[src/hw/rtl/ssdm_pkg.sv]
`timescale 1ns / 1ps

package ssdm_pkg;

    localparam int TICK_BITS_DEF   = 32;
    localparam int TICKET_BITS_DEF = 32;

    localparam logic [31:0] TICKET_CAP_RST = 32'hFFFF_FFFF;

    // register byte addresses
    localparam logic [2:0] ADDR_TICKET_CAP = 3'd0;

    // item functions
    localparam logic [2:0] FN_SUBMIT  = 3'd0;
    localparam logic [2:0] FN_CANCEL  = 3'd1;
    localparam logic [2:0] FN_TAKE    = 3'd2;
    localparam logic [2:0] FN_CLOSE   = 3'd3;
    localparam logic [2:0] FN_SERVICE = 3'd4;
    localparam logic [2:0] FN_RELEASE = 3'd5;

    // status codes
    localparam logic [3:0] ST_OK        = 4'd0;
    localparam logic [3:0] ST_CLOSED    = 4'd1;
    localparam logic [3:0] ST_CANCELLED = 4'd2;
    localparam logic [3:0] ST_DEADLINE  = 4'd3;
    localparam logic [3:0] ST_TICKREG   = 4'd4;
    localparam logic [3:0] ST_EXHAUSTED = 4'd5;
    localparam logic [3:0] ST_BUSY      = 4'd6;
    localparam logic [3:0] ST_NOTCUR    = 4'd7;
    localparam logic [3:0] ST_TOOLATE   = 4'd8;
    localparam logic [3:0] ST_EMPTY     = 4'd9;
    localparam logic [3:0] ST_SRCERR    = 4'd10;

    // slot stages
    localparam logic [2:0] SG_IDLE     = 3'd0;
    localparam logic [2:0] SG_PENDING  = 3'd1;
    localparam logic [2:0] SG_ACQUIRED = 3'd2;
    localparam logic [2:0] SG_GRANTED  = 3'd3;
    localparam logic [2:0] SG_READY    = 3'd4;
    localparam logic [2:0] SG_HELD     = 3'd5;
    localparam logic [2:0] SG_CONSUMED = 3'd6;
    localparam logic [2:0] SG_CLOSED   = 3'd7;

    typedef struct packed {
        logic [2:0]  func;
        logic [31:0] now;
        logic [31:0] deadline;
        logic [31:0] ticket_in;
        logic [31:0] request;
        logic        source_ok;
        logic [3:0]  source_code;
    } item_t;

    typedef struct packed {
        logic [3:0]  status;
        logic [2:0]  stage_now;
        logic [31:0] ticket_out;
        logic [3:0]  reply_status;
        logic [3:0]  source_code_out;
        logic [31:0] request_out;
        logic [31:0] submitted_tick;
        logic [31:0] grant_tick;
        logic [31:0] publish_tick;
        logic        lease_granted;
        logic        snapshot_strobe;
        logic        reclaim_strobe;
    } result_t;

    // handshake state passed between the pipeline stages
    typedef struct packed {
        logic item_vld;
        logic step;
    } pipe_ctrl_t;

endpackage

[src/hw/rtl/ssdm_in_stage.sv]
`timescale 1ns / 1ps

module ssdm_in_stage (
    input  logic              clk,
    input  logic              rst_n,
    input  logic              in_valid,
    output logic              in_ready,
    input  ssdm_pkg::item_t   in_item,
    input  logic              step,
    output ssdm_pkg::item_t   item,
    output logic              item_vld
);

    logic            vld_reg;
    logic            vld_next;
    ssdm_pkg::item_t item_reg;

    // a held item leaves in the same cycle it is stepped, so the slot refills at once
    assign in_ready = !vld_reg || step;
    assign vld_next = (in_valid && in_ready) || (vld_reg && !step);

    always_ff @(posedge clk or negedge rst_n)
    begin
        if (!rst_n)
        begin
            vld_reg <= 1'b0;
        end
        else
        begin
            vld_reg <= vld_next;
        end
    end

    always_ff @(posedge clk)
    begin
        if (in_valid && in_ready)
        begin
            item_reg <= in_item;
        end
    end

    assign item     = item_reg;
    assign item_vld = vld_reg;

endmodule

[src/hw/rtl/ssdm_core.sv]
`timescale 1ns / 1ps

module ssdm_core #(
    parameter int TICK_BITS   = ssdm_pkg::TICK_BITS_DEF,
    parameter int TICKET_BITS = ssdm_pkg::TICKET_BITS_DEF
) (
    input  logic              clk,
    input  logic              rst_n,
    input  ssdm_pkg::pipe_ctrl_t ctrl,
    input  ssdm_pkg::item_t   item,
    input  logic [31:0]       ticket_cap,
    output ssdm_pkg::result_t res
);

    localparam int CMP_W = (TICKET_BITS > 32) ? TICKET_BITS : 32;

    logic [2:0]             stage_reg, stage_next;
    logic                   cancel_reg, cancel_next;
    logic                   closing_reg, closing_next;
    logic                   released_reg, released_next;
    logic [TICK_BITS-1:0]   deadline_reg, deadline_next;
    logic [3:0]             reply_status_reg, reply_status_next;
    logic [3:0]             reply_source_reg, reply_source_next;
    logic [31:0]            request_reg, request_next;
    logic [TICK_BITS-1:0]   submit_tick_reg, submit_tick_next;
    logic [TICK_BITS-1:0]   grant_tick_reg, grant_tick_next;
    logic [TICK_BITS-1:0]   publish_tick_reg, publish_tick_next;
    logic [TICKET_BITS-1:0] ticket_count_reg, ticket_count_next;
    logic [TICK_BITS-1:0]   client_tick_reg, client_tick_next;
    logic                   client_seen_reg, client_seen_next;
    logic [TICK_BITS-1:0]   owner_tick_reg, owner_tick_next;
    logic                   owner_seen_reg, owner_seen_next;

    logic [TICK_BITS-1:0]   now_t;
    logic [TICK_BITS-1:0]   dl_t;
    logic [TICKET_BITS-1:0] tk;
    logic [TICKET_BITS-1:0] count_inc;
    logic                   tk_bad;
    logic                   at_max;
    logic                   cli_ok;
    logic                   own_ok;
    logic [3:0]             gate;
    logic [3:0]             take_st;

    assign now_t     = TICK_BITS'(item.now);
    assign dl_t      = TICK_BITS'(item.deadline);
    assign tk        = TICKET_BITS'(item.ticket_in);
    assign count_inc = ticket_count_reg + TICKET_BITS'(1);
    assign tk_bad    = (tk == '0) || (tk != ticket_count_reg);
    assign at_max    = CMP_W'(ticket_count_reg) == CMP_W'(ticket_cap);
    assign cli_ok    = !client_seen_reg || (now_t >= client_tick_reg);
    assign own_ok    = !owner_seen_reg || (now_t >= owner_tick_reg);
    assign take_st   = (gate != ssdm_pkg::ST_OK) ? gate : reply_status_reg;

    always_comb
    begin
        if (closing_reg)
        begin
            gate = ssdm_pkg::ST_CLOSED;
        end
        else if (cancel_reg)
        begin
            gate = ssdm_pkg::ST_CANCELLED;
        end
        else if (now_t >= deadline_reg)
        begin
            gate = ssdm_pkg::ST_DEADLINE;
        end
        else
        begin
            gate = ssdm_pkg::ST_OK;
        end
    end

    always_comb
    begin
        stage_next        = stage_reg;
        cancel_next       = cancel_reg;
        closing_next      = closing_reg;
        released_next     = released_reg;
        deadline_next     = deadline_reg;
        reply_status_next = reply_status_reg;
        reply_source_next = reply_source_reg;
        request_next      = request_reg;
        submit_tick_next  = submit_tick_reg;
        grant_tick_next   = grant_tick_reg;
        publish_tick_next = publish_tick_reg;
        ticket_count_next = ticket_count_reg;
        client_tick_next  = client_tick_reg;
        client_seen_next  = client_seen_reg;
        owner_tick_next   = owner_tick_reg;
        owner_seen_next   = owner_seen_reg;
        res               = '0;
        res.status        = ssdm_pkg::ST_OK;

        unique case (item.func)
            ssdm_pkg::FN_SUBMIT:
            begin
                if (closing_reg)
                begin
                    res.status = ssdm_pkg::ST_CLOSED;
                end
                else if (!cli_ok)
                begin
                    res.status = ssdm_pkg::ST_TICKREG;
                end
                else
                begin
                    // tick is recorded even if a later check fails
                    client_seen_next = 1'b1;
                    client_tick_next = now_t;
                    if (now_t >= dl_t)
                    begin
                        res.status = ssdm_pkg::ST_DEADLINE;
                    end
                    else if (at_max)
                    begin
                        res.status = ssdm_pkg::ST_EXHAUSTED;
                    end
                    else if (stage_reg != ssdm_pkg::SG_IDLE)
                    begin
                        res.status = (stage_reg == ssdm_pkg::SG_CLOSED) ?
                                     ssdm_pkg::ST_CLOSED : ssdm_pkg::ST_BUSY;
                    end
                    else
                    begin
                        ticket_count_next = count_inc;
                        cancel_next       = 1'b0;
                        released_next     = 1'b0;
                        deadline_next     = dl_t;
                        reply_status_next = ssdm_pkg::ST_OK;
                        reply_source_next = 4'd0;
                        request_next      = item.request;
                        submit_tick_next  = now_t;
                        grant_tick_next   = '0;
                        publish_tick_next = '0;
                        stage_next        = ssdm_pkg::SG_PENDING;
                        res.ticket_out    = 32'(count_inc);
                    end
                end
            end
            ssdm_pkg::FN_CANCEL:
            begin
                if (tk_bad)
                begin
                    res.status = ssdm_pkg::ST_NOTCUR;
                end
                else if (stage_reg >= ssdm_pkg::SG_PENDING && stage_reg <= ssdm_pkg::SG_READY)
                begin
                    cancel_next = 1'b1;
                end
                else
                begin
                    res.status = ssdm_pkg::ST_TOOLATE;
                end
            end
            ssdm_pkg::FN_TAKE:
            begin
                if (tk_bad)
                begin
                    res.status = ssdm_pkg::ST_NOTCUR;
                end
                else if (!cli_ok)
                begin
                    res.status = ssdm_pkg::ST_TICKREG;
                end
                else
                begin
                    client_seen_next = 1'b1;
                    client_tick_next = now_t;
                    if (stage_reg != ssdm_pkg::SG_READY)
                    begin
                        res.status = (stage_reg == ssdm_pkg::SG_CLOSED) ?
                                     ssdm_pkg::ST_CLOSED : ssdm_pkg::ST_EMPTY;
                    end
                    else if (now_t < publish_tick_reg)
                    begin
                        res.status = ssdm_pkg::ST_TICKREG;
                    end
                    else
                    begin
                        if (gate != ssdm_pkg::ST_OK)
                        begin
                            reply_status_next = gate;
                            reply_source_next = 4'd0;
                        end
                        else
                        begin
                            res.source_code_out = reply_source_reg;
                        end
                        res.status         = take_st;
                        res.request_out    = request_reg;
                        res.submitted_tick = 32'(submit_tick_reg);
                        res.grant_tick     = 32'(grant_tick_reg);
                        res.publish_tick   = 32'(publish_tick_reg);
                        if (take_st == ssdm_pkg::ST_OK)
                        begin
                            res.lease_granted = 1'b1;
                            stage_next        = ssdm_pkg::SG_HELD;
                        end
                        else
                        begin
                            stage_next = ssdm_pkg::SG_CONSUMED;
                        end
                    end
                end
                res.reply_status = res.status;
            end
            ssdm_pkg::FN_CLOSE:
            begin
                closing_next = 1'b1;
            end
            ssdm_pkg::FN_SERVICE:
            begin
                if (stage_reg == ssdm_pkg::SG_CLOSED)
                begin
                    res.status = ssdm_pkg::ST_CLOSED;
                end
                else if (!own_ok)
                begin
                    res.status = ssdm_pkg::ST_TICKREG;
                end
                else
                begin
                    owner_seen_next = 1'b1;
                    owner_tick_next = now_t;
                    unique case (stage_reg)
                        ssdm_pkg::SG_IDLE:
                        begin
                            if (closing_reg)
                            begin
                                stage_next = ssdm_pkg::SG_CLOSED;
                                res.status = ssdm_pkg::ST_CLOSED;
                            end
                            else
                            begin
                                res.status = ssdm_pkg::ST_EMPTY;
                            end
                        end
                        ssdm_pkg::SG_PENDING:
                        begin
                            if (now_t < submit_tick_reg)
                            begin
                                res.status = ssdm_pkg::ST_TICKREG;
                            end
                            else
                            begin
                                reply_status_next = gate;
                                stage_next        = ssdm_pkg::SG_ACQUIRED;
                            end
                        end
                        ssdm_pkg::SG_ACQUIRED:
                        begin
                            grant_tick_next = now_t;
                            if (gate != ssdm_pkg::ST_OK)
                            begin
                                reply_status_next = gate;
                                reply_source_next = 4'd0;
                            end
                            else
                            begin
                                res.snapshot_strobe = 1'b1;
                                res.request_out     = request_reg;
                                reply_source_next   = item.source_code;
                                reply_status_next   = item.source_ok ?
                                                      ssdm_pkg::ST_OK : ssdm_pkg::ST_SRCERR;
                            end
                            stage_next = ssdm_pkg::SG_GRANTED;
                        end
                        ssdm_pkg::SG_GRANTED:
                        begin
                            if (gate != ssdm_pkg::ST_OK)
                            begin
                                reply_status_next  = gate;
                                reply_source_next  = 4'd0;
                                res.reclaim_strobe = 1'b1;
                            end
                            publish_tick_next = now_t;
                            stage_next        = ssdm_pkg::SG_READY;
                        end
                        ssdm_pkg::SG_HELD,
                        ssdm_pkg::SG_CONSUMED:
                        begin
                            if (stage_reg == ssdm_pkg::SG_HELD && closing_reg)
                            begin
                                res.reclaim_strobe = released_reg;
                                stage_next         = ssdm_pkg::SG_CLOSED;
                                res.status         = ssdm_pkg::ST_CLOSED;
                            end
                            else if (stage_reg == ssdm_pkg::SG_HELD && !released_reg)
                            begin
                                res.status = ssdm_pkg::ST_BUSY;
                            end
                            else
                            begin
                                // reply is done with: free storage and empty the slot
                                res.reclaim_strobe = 1'b1;
                                reply_status_next  = ssdm_pkg::ST_OK;
                                reply_source_next  = 4'd0;
                                request_next       = 32'd0;
                                submit_tick_next   = '0;
                                grant_tick_next    = '0;
                                publish_tick_next  = '0;
                                stage_next = closing_reg ? ssdm_pkg::SG_CLOSED : ssdm_pkg::SG_IDLE;
                                res.status = closing_reg ? ssdm_pkg::ST_CLOSED : ssdm_pkg::ST_OK;
                            end
                        end
                        default:
                        begin
                            // ready waits for the client's take
                            res.status = ssdm_pkg::ST_BUSY;
                        end
                    endcase
                end
            end
            ssdm_pkg::FN_RELEASE:
            begin
                if (stage_reg == ssdm_pkg::SG_HELD)
                begin
                    released_next = 1'b1;
                end
                else
                begin
                    res.status = ssdm_pkg::ST_NOTCUR;
                end
            end
            default:
            begin
                res.status = ssdm_pkg::ST_BUSY;
            end
        endcase

        res.stage_now = stage_next;
    end

    always_ff @(posedge clk or negedge rst_n)
    begin
        if (!rst_n)
        begin
            stage_reg        <= ssdm_pkg::SG_IDLE;
            cancel_reg       <= 1'b0;
            closing_reg      <= 1'b0;
            released_reg     <= 1'b0;
            deadline_reg     <= '0;
            reply_status_reg <= ssdm_pkg::ST_OK;
            reply_source_reg <= 4'd0;
            request_reg      <= 32'd0;
            submit_tick_reg  <= '0;
            grant_tick_reg   <= '0;
            publish_tick_reg <= '0;
            ticket_count_reg <= '0;
            client_tick_reg  <= '0;
            client_seen_reg  <= 1'b0;
            owner_tick_reg   <= '0;
            owner_seen_reg   <= 1'b0;
        end
        else if (ctrl.step && ctrl.item_vld)
        begin
            stage_reg        <= stage_next;
            cancel_reg       <= cancel_next;
            closing_reg      <= closing_next;
            released_reg     <= released_next;
            deadline_reg     <= deadline_next;
            reply_status_reg <= reply_status_next;
            reply_source_reg <= reply_source_next;
            request_reg      <= request_next;
            submit_tick_reg  <= submit_tick_next;
            grant_tick_reg   <= grant_tick_next;
            publish_tick_reg <= publish_tick_next;
            ticket_count_reg <= ticket_count_next;
            client_tick_reg  <= client_tick_next;
            client_seen_reg  <= client_seen_next;
            owner_tick_reg   <= owner_tick_next;
            owner_seen_reg   <= owner_seen_next;
        end
    end

endmodule

[src/hw/rtl/ssdm_out_stage.sv]
`timescale 1ns / 1ps

module ssdm_out_stage (
    input  logic              clk,
    input  logic              rst_n,
    input  logic              load,
    input  ssdm_pkg::result_t res,
    output logic              room,
    output logic              out_valid,
    input  logic              out_ready,
    output ssdm_pkg::result_t out_res
);

    logic              vld_reg;
    logic              vld_next;
    ssdm_pkg::result_t res_reg;

    // a new beat may land in the same cycle the old one is taken
    assign room     = !vld_reg || out_ready;
    assign vld_next = load || (vld_reg && !out_ready);

    always_ff @(posedge clk or negedge rst_n)
    begin
        if (!rst_n)
        begin
            vld_reg <= 1'b0;
        end
        else
        begin
            vld_reg <= vld_next;
        end
    end

    always_ff @(posedge clk)
    begin
        if (load)
        begin
            res_reg <= res;
        end
    end

    assign out_valid = vld_reg;
    assign out_res   = res_reg;

endmodule

[src/hw/rtl/single_slot_deadline_mailbox_top.sv]
`timescale 1ns / 1ps

// channel   | handshake          | beat contents
// ----------+--------------------+-------------------------------------------------
// input     | in_valid/in_ready  | func, now, deadline, ticket_in, request, source_*
// result    | out_valid/out_ready| status, stage_now, ticket_out, reply/stored fields
// register  | apb psel..pready   | ticket_cap at byte address 0
//
// one item per cycle sustained while the result side is not stalled; each item passes
// through the input register and then the result register.
// the slot state is updated by the step logic as the item moves into the result
// register. a stalled result stops the step; the input register then holds one
// more item. reset clears the slot state and the ticket cap returns to all ones.
module single_slot_deadline_mailbox_top #(
    parameter int TICK_BITS   = ssdm_pkg::TICK_BITS_DEF,
    parameter int TICKET_BITS = ssdm_pkg::TICKET_BITS_DEF
) (
    input  logic        clk,
    input  logic        rst_n,
    input  logic        psel,
    input  logic        penable,
    input  logic        pwrite,
    input  logic [2:0]  paddr,
    input  logic [31:0] pwdata,
    output logic [31:0] prdata,
    output logic        pready,
    input  logic        in_valid,
    output logic        in_ready,
    input  logic [2:0]  func,
    input  logic [31:0] now,
    input  logic [31:0] deadline,
    input  logic [31:0] ticket_in,
    input  logic [31:0] request,
    input  logic        source_ok,
    input  logic [3:0]  source_code,
    output logic        out_valid,
    input  logic        out_ready,
    output logic [3:0]  status,
    output logic [2:0]  stage_now,
    output logic [31:0] ticket_out,
    output logic [3:0]  reply_status,
    output logic [3:0]  source_code_out,
    output logic [31:0] request_out,
    output logic [31:0] submitted_tick,
    output logic [31:0] grant_tick,
    output logic [31:0] publish_tick,
    output logic        lease_granted,
    output logic        snapshot_strobe,
    output logic        reclaim_strobe
);

    logic [31:0]          ticket_cap_reg;
    logic                 reg_wr;
    ssdm_pkg::item_t      in_item;
    ssdm_pkg::item_t      item;
    ssdm_pkg::result_t    res;
    ssdm_pkg::result_t    out_res;
    ssdm_pkg::pipe_ctrl_t ctrl;
    logic                 item_vld;
    logic                 step;
    logic                 room;

    assign pready = 1'b1;
    assign reg_wr = psel && penable && pwrite && (paddr[2] == ssdm_pkg::ADDR_TICKET_CAP[2]);
    assign prdata = (paddr[2] == ssdm_pkg::ADDR_TICKET_CAP[2]) ? ticket_cap_reg : 32'd0;

    always_ff @(posedge clk or negedge rst_n)
    begin
        if (!rst_n)
        begin
            ticket_cap_reg <= ssdm_pkg::TICKET_CAP_RST;
        end
        else if (reg_wr)
        begin
            ticket_cap_reg <= pwdata;
        end
    end

    assign in_item.func        = func;
    assign in_item.now         = now;
    assign in_item.deadline    = deadline;
    assign in_item.ticket_in   = ticket_in;
    assign in_item.request     = request;
    assign in_item.source_ok   = source_ok;
    assign in_item.source_code = source_code;

    assign step = item_vld && room;
    assign ctrl = {item_vld, step};

    ssdm_in_stage u_in (
        .clk      (clk),
        .rst_n    (rst_n),
        .in_valid (in_valid),
        .in_ready (in_ready),
        .in_item  (in_item),
        .step     (step),
        .item     (item),
        .item_vld (item_vld)
    );

    ssdm_core #(
        .TICK_BITS   (TICK_BITS),
        .TICKET_BITS (TICKET_BITS)
    ) u_core (
        .clk        (clk),
        .rst_n      (rst_n),
        .ctrl       (ctrl),
        .item       (item),
        .ticket_cap (ticket_cap_reg),
        .res        (res)
    );

    ssdm_out_stage u_out (
        .clk       (clk),
        .rst_n     (rst_n),
        .load      (step),
        .res       (res),
        .room      (room),
        .out_valid (out_valid),
        .out_ready (out_ready),
        .out_res   (out_res)
    );

    assign status          = out_res.status;
    assign stage_now       = out_res.stage_now;
    assign ticket_out      = out_res.ticket_out;
    assign reply_status    = out_res.reply_status;
    assign source_code_out = out_res.source_code_out;
    assign request_out     = out_res.request_out;
    assign submitted_tick  = out_res.submitted_tick;
    assign grant_tick      = out_res.grant_tick;
    assign publish_tick    = out_res.publish_tick;
    assign lease_granted   = out_res.lease_granted;
    assign snapshot_strobe = out_res.snapshot_strobe;
    assign reclaim_strobe  = out_res.reclaim_strobe;

endmodule

[config.mk]
export PLATFORM = sky130hd
export DESIGN_NAME = single_slot_deadline_mailbox_top
export DESIGN_NICKNAME = d
export VERILOG_FILES = /design/src/hw/rtl/ssdm_pkg.sv /design/src/hw/rtl/ssdm_in_stage.sv /design/src/hw/rtl/ssdm_core.sv /design/src/hw/rtl/ssdm_out_stage.sv /design/src/hw/rtl/single_slot_deadline_mailbox_top.sv
export SDC_FILE = /design/constraint.sdc
export NUM_CORES = 1
export LEC_CHECK = 0
export BUFFER_PORTS_ARGS = -buffer_cell sky130_fd_sc_hd__buf_2
export CAP_MARGIN = 20
export CORE_AREA = 2 2 209 293
export CTS_CLUSTER_SIZE = 8
export DETAILED_ROUTE_END_ITERATION = 8
export DIE_AREA = 0 0 211 295
export PLACE_DENSITY = 0.79
export SETUP_SLACK_MARGIN = 0.4
export SLEW_MARGIN = 5
export SYNTH_ARGS = -nofsm -noshare
export SYNTH_HDL_FRONTEND = slang
export SYNTH_HIERARCHICAL = 1
export SYNTH_SLANG_ARGS = --single-unit
[constraint.sdc]
create_clock -name clk -period 7.8 [get_ports clk]
set_clock_uncertainty 0.2 [all_clocks]
set_input_delay 1.56 -clock clk [delete_from_list [all_inputs] [get_ports clk]]
set_output_delay 1.56 -clock clk [all_outputs]
set_load 0.03 [all_outputs]
==> summary.md, run 1 <==
| Metric | Value |
|---|---|
| Fin Setup TNS | `0 ns` |
| Synth area leaders | `edfxtp_1 32%, dfrtp_1 23%, ha_1 8.1%, mux2_2 4.8%, and2_1 3.5%` |
| Post-Synth Adder-Cell Area | `8.10%` |
| Wirelength per Cell | `21.7 um` |
| VDD IR-drop max | `0.000239 V` |
| FF-to-FF path depth | `10` |
| Leak | `15.5 nW` |
| Clock transition at the registers of the reported paths | `0.05 ns` |
| Max FO, Critical Path | `65` |
| Syn Nets | `2733` |
| # setup viols final | `0` |
| GR Util All Layers | `24.9%` |
| Initial antenna violation count | `7` |
| Final hold vios | `0` |
| Root buffer cell | `clkbuf_16` |
| First-pass GRT wire length | `118000 um` |
| Number of flops mapped to enable cells by yosys | `314` |
| Post-synth top area share | `32.0%` |
| Cell count after placement | `3418` |
| Mapped Area | `0.0295 sq mm` |
| RSZ-0062 raised after global routing | `false` |
| 1st-iter DRT viols | `1272` |
| Post_cts resized | `0` |
| Worst-Skew Late Latency | `0.63 ns` |
| Hold Crit Depth | `1` |
| Pre-antenna DRT Iters | `5` |
| Core area | `0.0595 sq mm` |
| Cell taking the most area after synthesis | `edfxtp_1` |
| Cts hold-fix bufs | `0` |
| Max-cap violations | `0` |
| Total Nets Final | `3120` |
| Post-DP HPWL | `53300 um` |
| Die Ht | `295 um` |
| Compound-cell area share of the yosys netlist | `7.35%` |
| Simple-Gate Fraction of Synth Area | `11.9%` |
| Largest net degree at the start of global routing | `156` |
| Num ports | `391` |
| Initial Utilization | `49.5%` |
| Die width | `211 um` |
| Pwr dens | `293 mW/mm^2` |
| Post-synth cell types | `79` |
| Max Fclk | `0.201 GHz` |
| Worst-Margin Slew | `1.07 ns` |
| Outcome | `completed` |
| Routability congestion estimate from global placement | `0.994` |
| Period minus WS final | `4.99 ns` |
| Largest family of logic cells by synthesized area | `simple AND/OR/NAND/NOR gates` |
| Sequential area share after synthesis | `58.1%` |
| Fin crit share | `63.9%` |
| Share of cells above drive strength 1 | `25.6%` |
| PnR worst setup slack | `2.81 ns` |
| CTS buffer count | `87` |
| H-tree Lvls | `3` |
| Antenna Nets Post-Route | `0` |
| GRT Residual Overflow | `0` |
| CP Launch Type | `input pin` |
| CP Class | `in -> reg` |
| Rows | `106` |
| Post-synth ARST share | `49.4%` |
| Pre-CTS setup slack | `2.18 ns` |
| Non-Filler Instances | `3580` |
| Placed cell area | `0.0321 sq mm` |
| Setup Fix Bufs, Post-CTS | `0` |
| Pins Over Slew Limit | `0` |
| Post-Synth XOR/XNOR Area | `3.71%` |
| Post-route cell area | `0.0346 sq mm` |
| DR DRC count | `0` |
| Die Area | `0.0622 sq mm` |
| Avg Inst Size Synth | `12.5 sq um` |
| Port Buffers | `387` |
| Vias in the first global route | `20900` |
| Clock tree buffer depth | `3` |
| Slew HR | `26.5%` |
| Ys Warns | `6` |
| CTS Sinks | `620` |
| FF+latch count, synth | `620` |
| Vias per inst | `5.58` |
| Area delta synth->final | `17.4%` |
| CP Data Required Time | `8.10 ns` |
| Mux cell area share after synthesis | `6.56%` |
| Predominant post-synthesis flop cell | `edfxtp_1` |
| Post-Route WL | `77700 um` |
| WP data arrival | `5.29 ns` |
| Hold Path Class | `reg -> reg` |
| Synth Instances | `2364` |
| TritonCTS clock tree | `done` |
| Crit. End Element | `flip-flop` |
| Routed via count | `20000` |
| Max FFs per register | `178` |
[area by class of cell]
class | instances | area, sq um
clock buffers | 156 | 2520
flip-flops and latches | 620 | 17100
repair buffers | 405 | 2110
fillers | 4765 | 24900
well taps | 756 | 946
inverters | 202 | 758
diodes | 3 | 7.51
multi-input cells | 1435 | 11100
clock inverters | 3 | 37.5
[synth_stat cells (39+ instances only)]
| cell type | count |
|---|---|
| a21oi_1 | 74 |
| a22o_1 | 68 |
| and2_1 | 166 |
| buf_2 | 46 |
| clkbuf_1 | 39 |
| dfrtp_1 | 274 |
| edfxtp_1 | 314 |
| ha_1 | 191 |
| inv_1 | 200 |
| mux2_2 | 127 |
| nand2_1 | 148 |
| nand4_1 | 40 |
| nor2_1 | 86 |
| nor2b_1 | 41 |
| o21ai_0 | 73 |
| xnor2_1 | 70 |
| xor2_1 | 55 |
[metal layers]
| metal | global-route usage [%] | part of all wire [%] | wire, um |
|---|---|---|---|
| met5 | 0 | 0.071 | 55 |
| met4 | 9.95 | 3.4 | 2630 |
| met3 | 5.23 | 5.7 | 4410 |
| met2 | 45.1 | 53 | 40900 |
| met1 | 28.6 | 38 | 29700 |
[final timing paths]
kind / start / to / slack [ns]
setup / recovery: out_ready / u_core/grant_tick_reg[18] / 2.81
hold / removal: u_in/item[7] / u_core/request_reg[2] / 0.26
setup reg to reg: u_in/item[108] / u_core/grant_tick_reg[18] / 3.14
hold reg to reg: u_in/item[7] / u_core/request_reg[2] / 0.26
max in group asynchronous: rst_n / u_core/grant_tick_reg[19] / 5.24
min in group asynchronous: rst_n / u_core/ticket_count_reg[12] / 0.79
[critical path: stages]
cell      delay, ns
buf_2          0.08
nand2b_4       0.11
and2_4         0.87
and2_1         0.45
nand3_1        0.28
nor4_2         0.56
nand2_2        0.77
mux2_2         0.54
[cell families after synthesis]
group | Yosys count
xor+xnor | 125
buf+inv | 309
other cells | 1
simple gates | 634
compound gates | 322
fa+ha+maj | 191
mux | 162
flops | 620
[through the flow]
step	hold slack [ns]	util [%]	power [mW]
3_3_place_gp	0.248	53.8	6.51
4_1_cts	0.264	58.1	10.2
6_report	0.260	58.2	10.2
2_1_floorplan	0.235	-	5.94
3_5_place_dp	0.252	53.8	6.66
5_1_grt	0.272	58.2	10.7
[cell usage in the layout (no fill, tap or decap), drive strengths merged, types with 9 or more instances in the layout]
master / Yosys / routed
nor2b: 41 / 41
nand2: 149 / 149
ha: 191 / 191
xor2: 55 / 55
mux2: 161 / 161
a211oi: 12 / 12
edfxtp: 314 / 314
nor4: 40 / 40
inv: 200 / 200
dfstp: 32 / 32
a31oi: 9 / 9
and3: 20 / 20
a22o: 68 / 68
nor2: 88 / 88
nand4: 40 / 40
xnor2: 70 / 70
nand2b: 13 / 13
nand3: 31 / 31
and2: 167 / 167
a21oi: 75 / 75
o21ai: 78 / 78
nor3: 17 / 17
clkbuf: 51 / 156
buf: 56 / 405
dfrtp: 274 / 274
a21o: 25 / 25
[power by group]
| group | switching [mW] | internal (mW) | leakage (nW) |
|---|---|---|---|
| Clock | 1.37 | 2.16 | 1.22 |
| Sequential | 0.405 | 4.09 | 6.91 |
| Combinational | 1.24 | 0.897 | 7.40 |
Note: power is estimated with default switching activity, not from simulation.
==> inputs of run 2 (changes only) <==
ABC_AREA = 1   (was default)
CORE_AREA = 2 2 212 297   (was 2 2 209 293)
DIE_AREA = 0 0 214 299   (was 0 0 211 295)
clock period = 4.43 ns   (was 7.8 ns; I/O delays follow)
==> run 2 against run 1 <==
Against the previous run:
- utilization increased by 1.0 points
- die area increased by 2.8%
- sequential share of layout area down 2.4 points
- non-clock buffer count grew 20
- setup slack got worse by 2.4 ns
- sequential power grew 81%
- critical path type is now reg -> reg
- critical endpoint is now u_core/request_reg[0]
- largest power group unchanged
==> summary.md, run 2 <==
| Metric | Value |
|---|---|
| Outcome | `completed` |
| Slowest cell on crit path | `edfxtp_1` |
| Post-Route WL | `81900 um (+5.4%)` |
| Fin Setup TNS | `0 ns (unchanged)` |
| Synth Instances | `3251 (+38%)` |
| Vias in the first global route | `24100 (+15%)` |
| Cell with the most instances after synthesis | `nand2_1` |
| Final core utilization | `59.2% (+1.0 points)` |
| Final hold vios | `0 (unchanged)` |
| Largest stage delay, worst path | `0.62 ns (-0.25 ns)` |
| Pre-CTS setup slack | `0.604 ns (-1.58 ns)` |
| DR DRC count | `0 (unchanged)` |
| Commonest cells after routing, fill and taps aside | `771 x nand2_1, 408 x inv_1, 386 x buf_2, 373 x nor2_1, 314 x edfxtp_1` |
| Pins Over Slew Limit | `0 (unchanged)` |
| R2R Setup Slk | `0.45 ns (-2.69 ns)` |
| CP Launch Type | `flip-flop` |
| 1st-iter DRT viols | `1714 (+35%)` |
| Cell count after placement | `4371 (+28%)` |
| Non-Filler Instances | `4538 (+27%)` |
| Cell taking the most area after synthesis | `edfxtp_1` |
| Routability congestion estimate from global placement | `0.969 (-2.5%)` |
| Clock transition at the registers of the reported paths | `0.05 ns (about the same)` |
| GRT Residual Overflow | `0 (unchanged)` |
| Leak | `16.6 nW (+7.1%)` |
| Wirelength per Cell | `18.0 um (-17%)` |
| Num ports | `391 (unchanged)` |
| Critical path, cell by cell | `ha_1, nand2_1, nor2_1, nand2_1, nor2_1, nand4_1, nand3_1, o21ai_2, nand2_1, nor2_4, buf_12, nand2_4, buf_4, nand2_1, nand2_1` |
| Commonest non-fill, non-tap cell in the layout | `nand2_1` |
| VDD IR-drop max | `0.000384 V (+60%)` |
| Core area | `0.0615 sq mm (+3.2%)` |
| CP Class | `reg -> reg` |
| Rows | `108 (+1.9%)` |
| CTS buffer count | `87 (unchanged)` |
| H-tree Lvls | `3 (unchanged)` |
| Ys Warns | `6 (unchanged)` |
| Die Ht | `299 um (+1.4%)` |
| Post-synth ARST share | `49.4% (unchanged)` |
| Routed via count | `23500 (+18%)` |
| WP data arrival | `4.34 ns (-0.95 ns)` |
| Mapped Area | `0.0304 sq mm (+3.1%)` |
| RSZ-0062 raised after global routing | `false` |
| Pwr dens | `531 mW/mm^2 (+81%)` |
| Die width | `214 um (+1.4%)` |
| Crit. End Element | `flip-flop` |
| Post-synth top area share | `31.0% (-0.96 points)` |
| Clock tree buffer depth | `3 (unchanged)` |
| Root buffer cell | `clkbuf_16` |
| CP Data Required Time | `4.78 ns (-3.32 ns)` |
| Port Buffers | `387 (unchanged)` |
| Area delta synth->final | `19.7%` |
| Syn Nets | `3620 (+32%)` |
| Pre-antenna DRT Iters | `5 (unchanged)` |
| Number of fill cells in the layout | `5231 (+9.8%)` |
| CTS Sinks | `620 (unchanged)` |
| Worst-Skew Late Latency | `0.64 ns (about the same)` |
| Max Fclk | `0.251 GHz` |
| GR Util All Layers | `25.7% (+0.81 points)` |
| Total Nets Final | `4007 (+28%)` |
| Largest family of logic cells by synthesized area | `simple AND/OR/NAND/NOR gates` |
| Largest net degree at the start of global routing | `117 (-25%)` |
| # setup viols final | `0 (unchanged)` |
| FF+latch count, synth | `620 (unchanged)` |
| Initial antenna violation count | `17 (+10)` |
| Post-Synth XOR/XNOR Area | `2.13% (-1.6 points)` |
| Worst-Margin Slew | `0.938 ns (-0.137 ns)` |
| Period minus WS final | `3.98 ns` |
| Vias per inst | `5.19 (-7.0%)` |
| Post-synth cell types | `54 (-32%)` |
| Simple-Gate Fraction of Synth Area | `20.3% (+8.5 points)` |
| Share of cells above drive strength 1 | `20.3% (-5.3 points)` |
| First-pass GRT wire length | `129000 um (+9.0%)` |
| Sequential area share after synthesis | `56.3% (-1.8 points)` |
| Post_cts resized | `0 (unchanged)` |
| TritonCTS clock tree | `done` |
| Max FFs per register | `178 (unchanged)` |
| Initial Utilization | `49.5% (-0.067 points)` |
| Avg Inst Size Synth | `9.35 sq um (-25%)` |
| Number of flops mapped to enable cells by yosys | `314 (unchanged)` |
| Synth area leaders | `edfxtp_1 31%, dfrtp_1 23%, nand2_1 9.6%, ha_1 7.9%, inv_1 5.1%` |
| Slew HR | `37.4% (+11 points)` |
| Compound-cell area share of the yosys netlist | `5.72% (-1.6 points)` |
| Max FO, Critical Path | `48 (-26%)` |
| Synth top cells by count | `777 x nand2_1, 412 x inv_1, 373 x nor2_1` |
| Most used cell, CP | `nand2_1` |
| Hold Path Class | `in -> reg` |
| Mux cell area share after synthesis | `0% (-6.6 points)` |
| Predominant post-synthesis flop cell | `edfxtp_1` |
| Die Area | `0.0640 sq mm (+2.8%)` |
| PnR worst setup slack | `0.448 ns (-2.37 ns)` |
| Max-cap violations | `0 (unchanged)` |
| Antenna Nets Post-Route | `0 (unchanged)` |
| Fin crit share | `89.9%` |
| Post-Synth Adder-Cell Area | `7.86% (-0.24 points)` |
| Post-DP HPWL | `57800 um (+8.4%)` |
[run 2: where the power goes]
| group | switching [mW] | internal (mW) |
|---|---|---|
| sequential | 0.731 | 7.40 |
| combinational | 3.25 | 1.71 |
| clock | 2.46 | 3.77 |
| total | 6.45 | 12.9 |
[run 2: path summary, 6_finish.rpt]
check,from,endpoint,cells past startpoint
worst max-delay path,u_in/item[131],u_core/request_reg[0],15
worst min-delay path,now[30],u_in/item[131],1
worst max register to register,u_in/item[131],u_core/request_reg[0],15
worst min register to register,u_core/request_reg[25],u_core/request_reg[25],2
max in group asynchronous,rst_n,u_core/request_reg[21],3
min in group asynchronous,rst_n,u_core/grant_tick_reg[28],2
[run 2: what timing repair did]
action	4_1_cts	5_1_grt
hold buffers	1	0
buffers inserted	0	1
setup endpoints to repair	0	1
hold endpoints to repair	16	0
[run 2: per-layer routing]
metal | track usage, % | wire length, um
met5 | 0 | 121
met4 | 14.8 | 4460
met3 | 4.67 | 4780
met2 | 45.1 | 41200
met1 | 29.5 | 31300
[run 2: area by class of cell]
class	count	area [sq um]	share of cell area (%)
Sequential cell	620	17100	47.1
Multi-Input combinational cell	2074	11700	32.1
Clock buffer	149	2430	6.68
Timing Repair Buffer	425	2350	6.45
Inverter	430	1640	4.49
Tap cell	825	1030	2.84
Clock inverter	7	113	0.309
Antenna cell	8	20.0	0.0550
[run 2: critical path, delay by kind of cell, from the launching register on]
| family | cells | cell delay (ns) |
|---|---|---|
| DFF | 1 | 0.62 |
| buffers and inverters | 2 | 0.63 |
| and+or+nand+nor | 11 | 1.86 |
| AOI/OAI and AO/OA | 1 | 0.13 |
| adders and majority gates | 1 | 0.38 |
[run 2: cells by family after synthesis]
logic type               count (synthesis)
AND/OR/NAND/NOR                       1479
AO/OA/AOI/OAI                          329
adder cells (fa/ha/maj)                191
buffers and inverters                  557
other                                    1
flip-flops                             620
XOR/XNOR                                74
[run 2: metrics by stage]
step	power, mW	hold slack, ns	cell area, sq um
2_1_floorplan	11.6	0.242	31400
3_3_place_gp	12.9	0.256	33800
3_5_place_dp	13.1	0.260	33800
4_1_cts	19.5	0.174	36300
5_1_grt	20.5	0.203	36400
6_report	19.3	0.219	36400
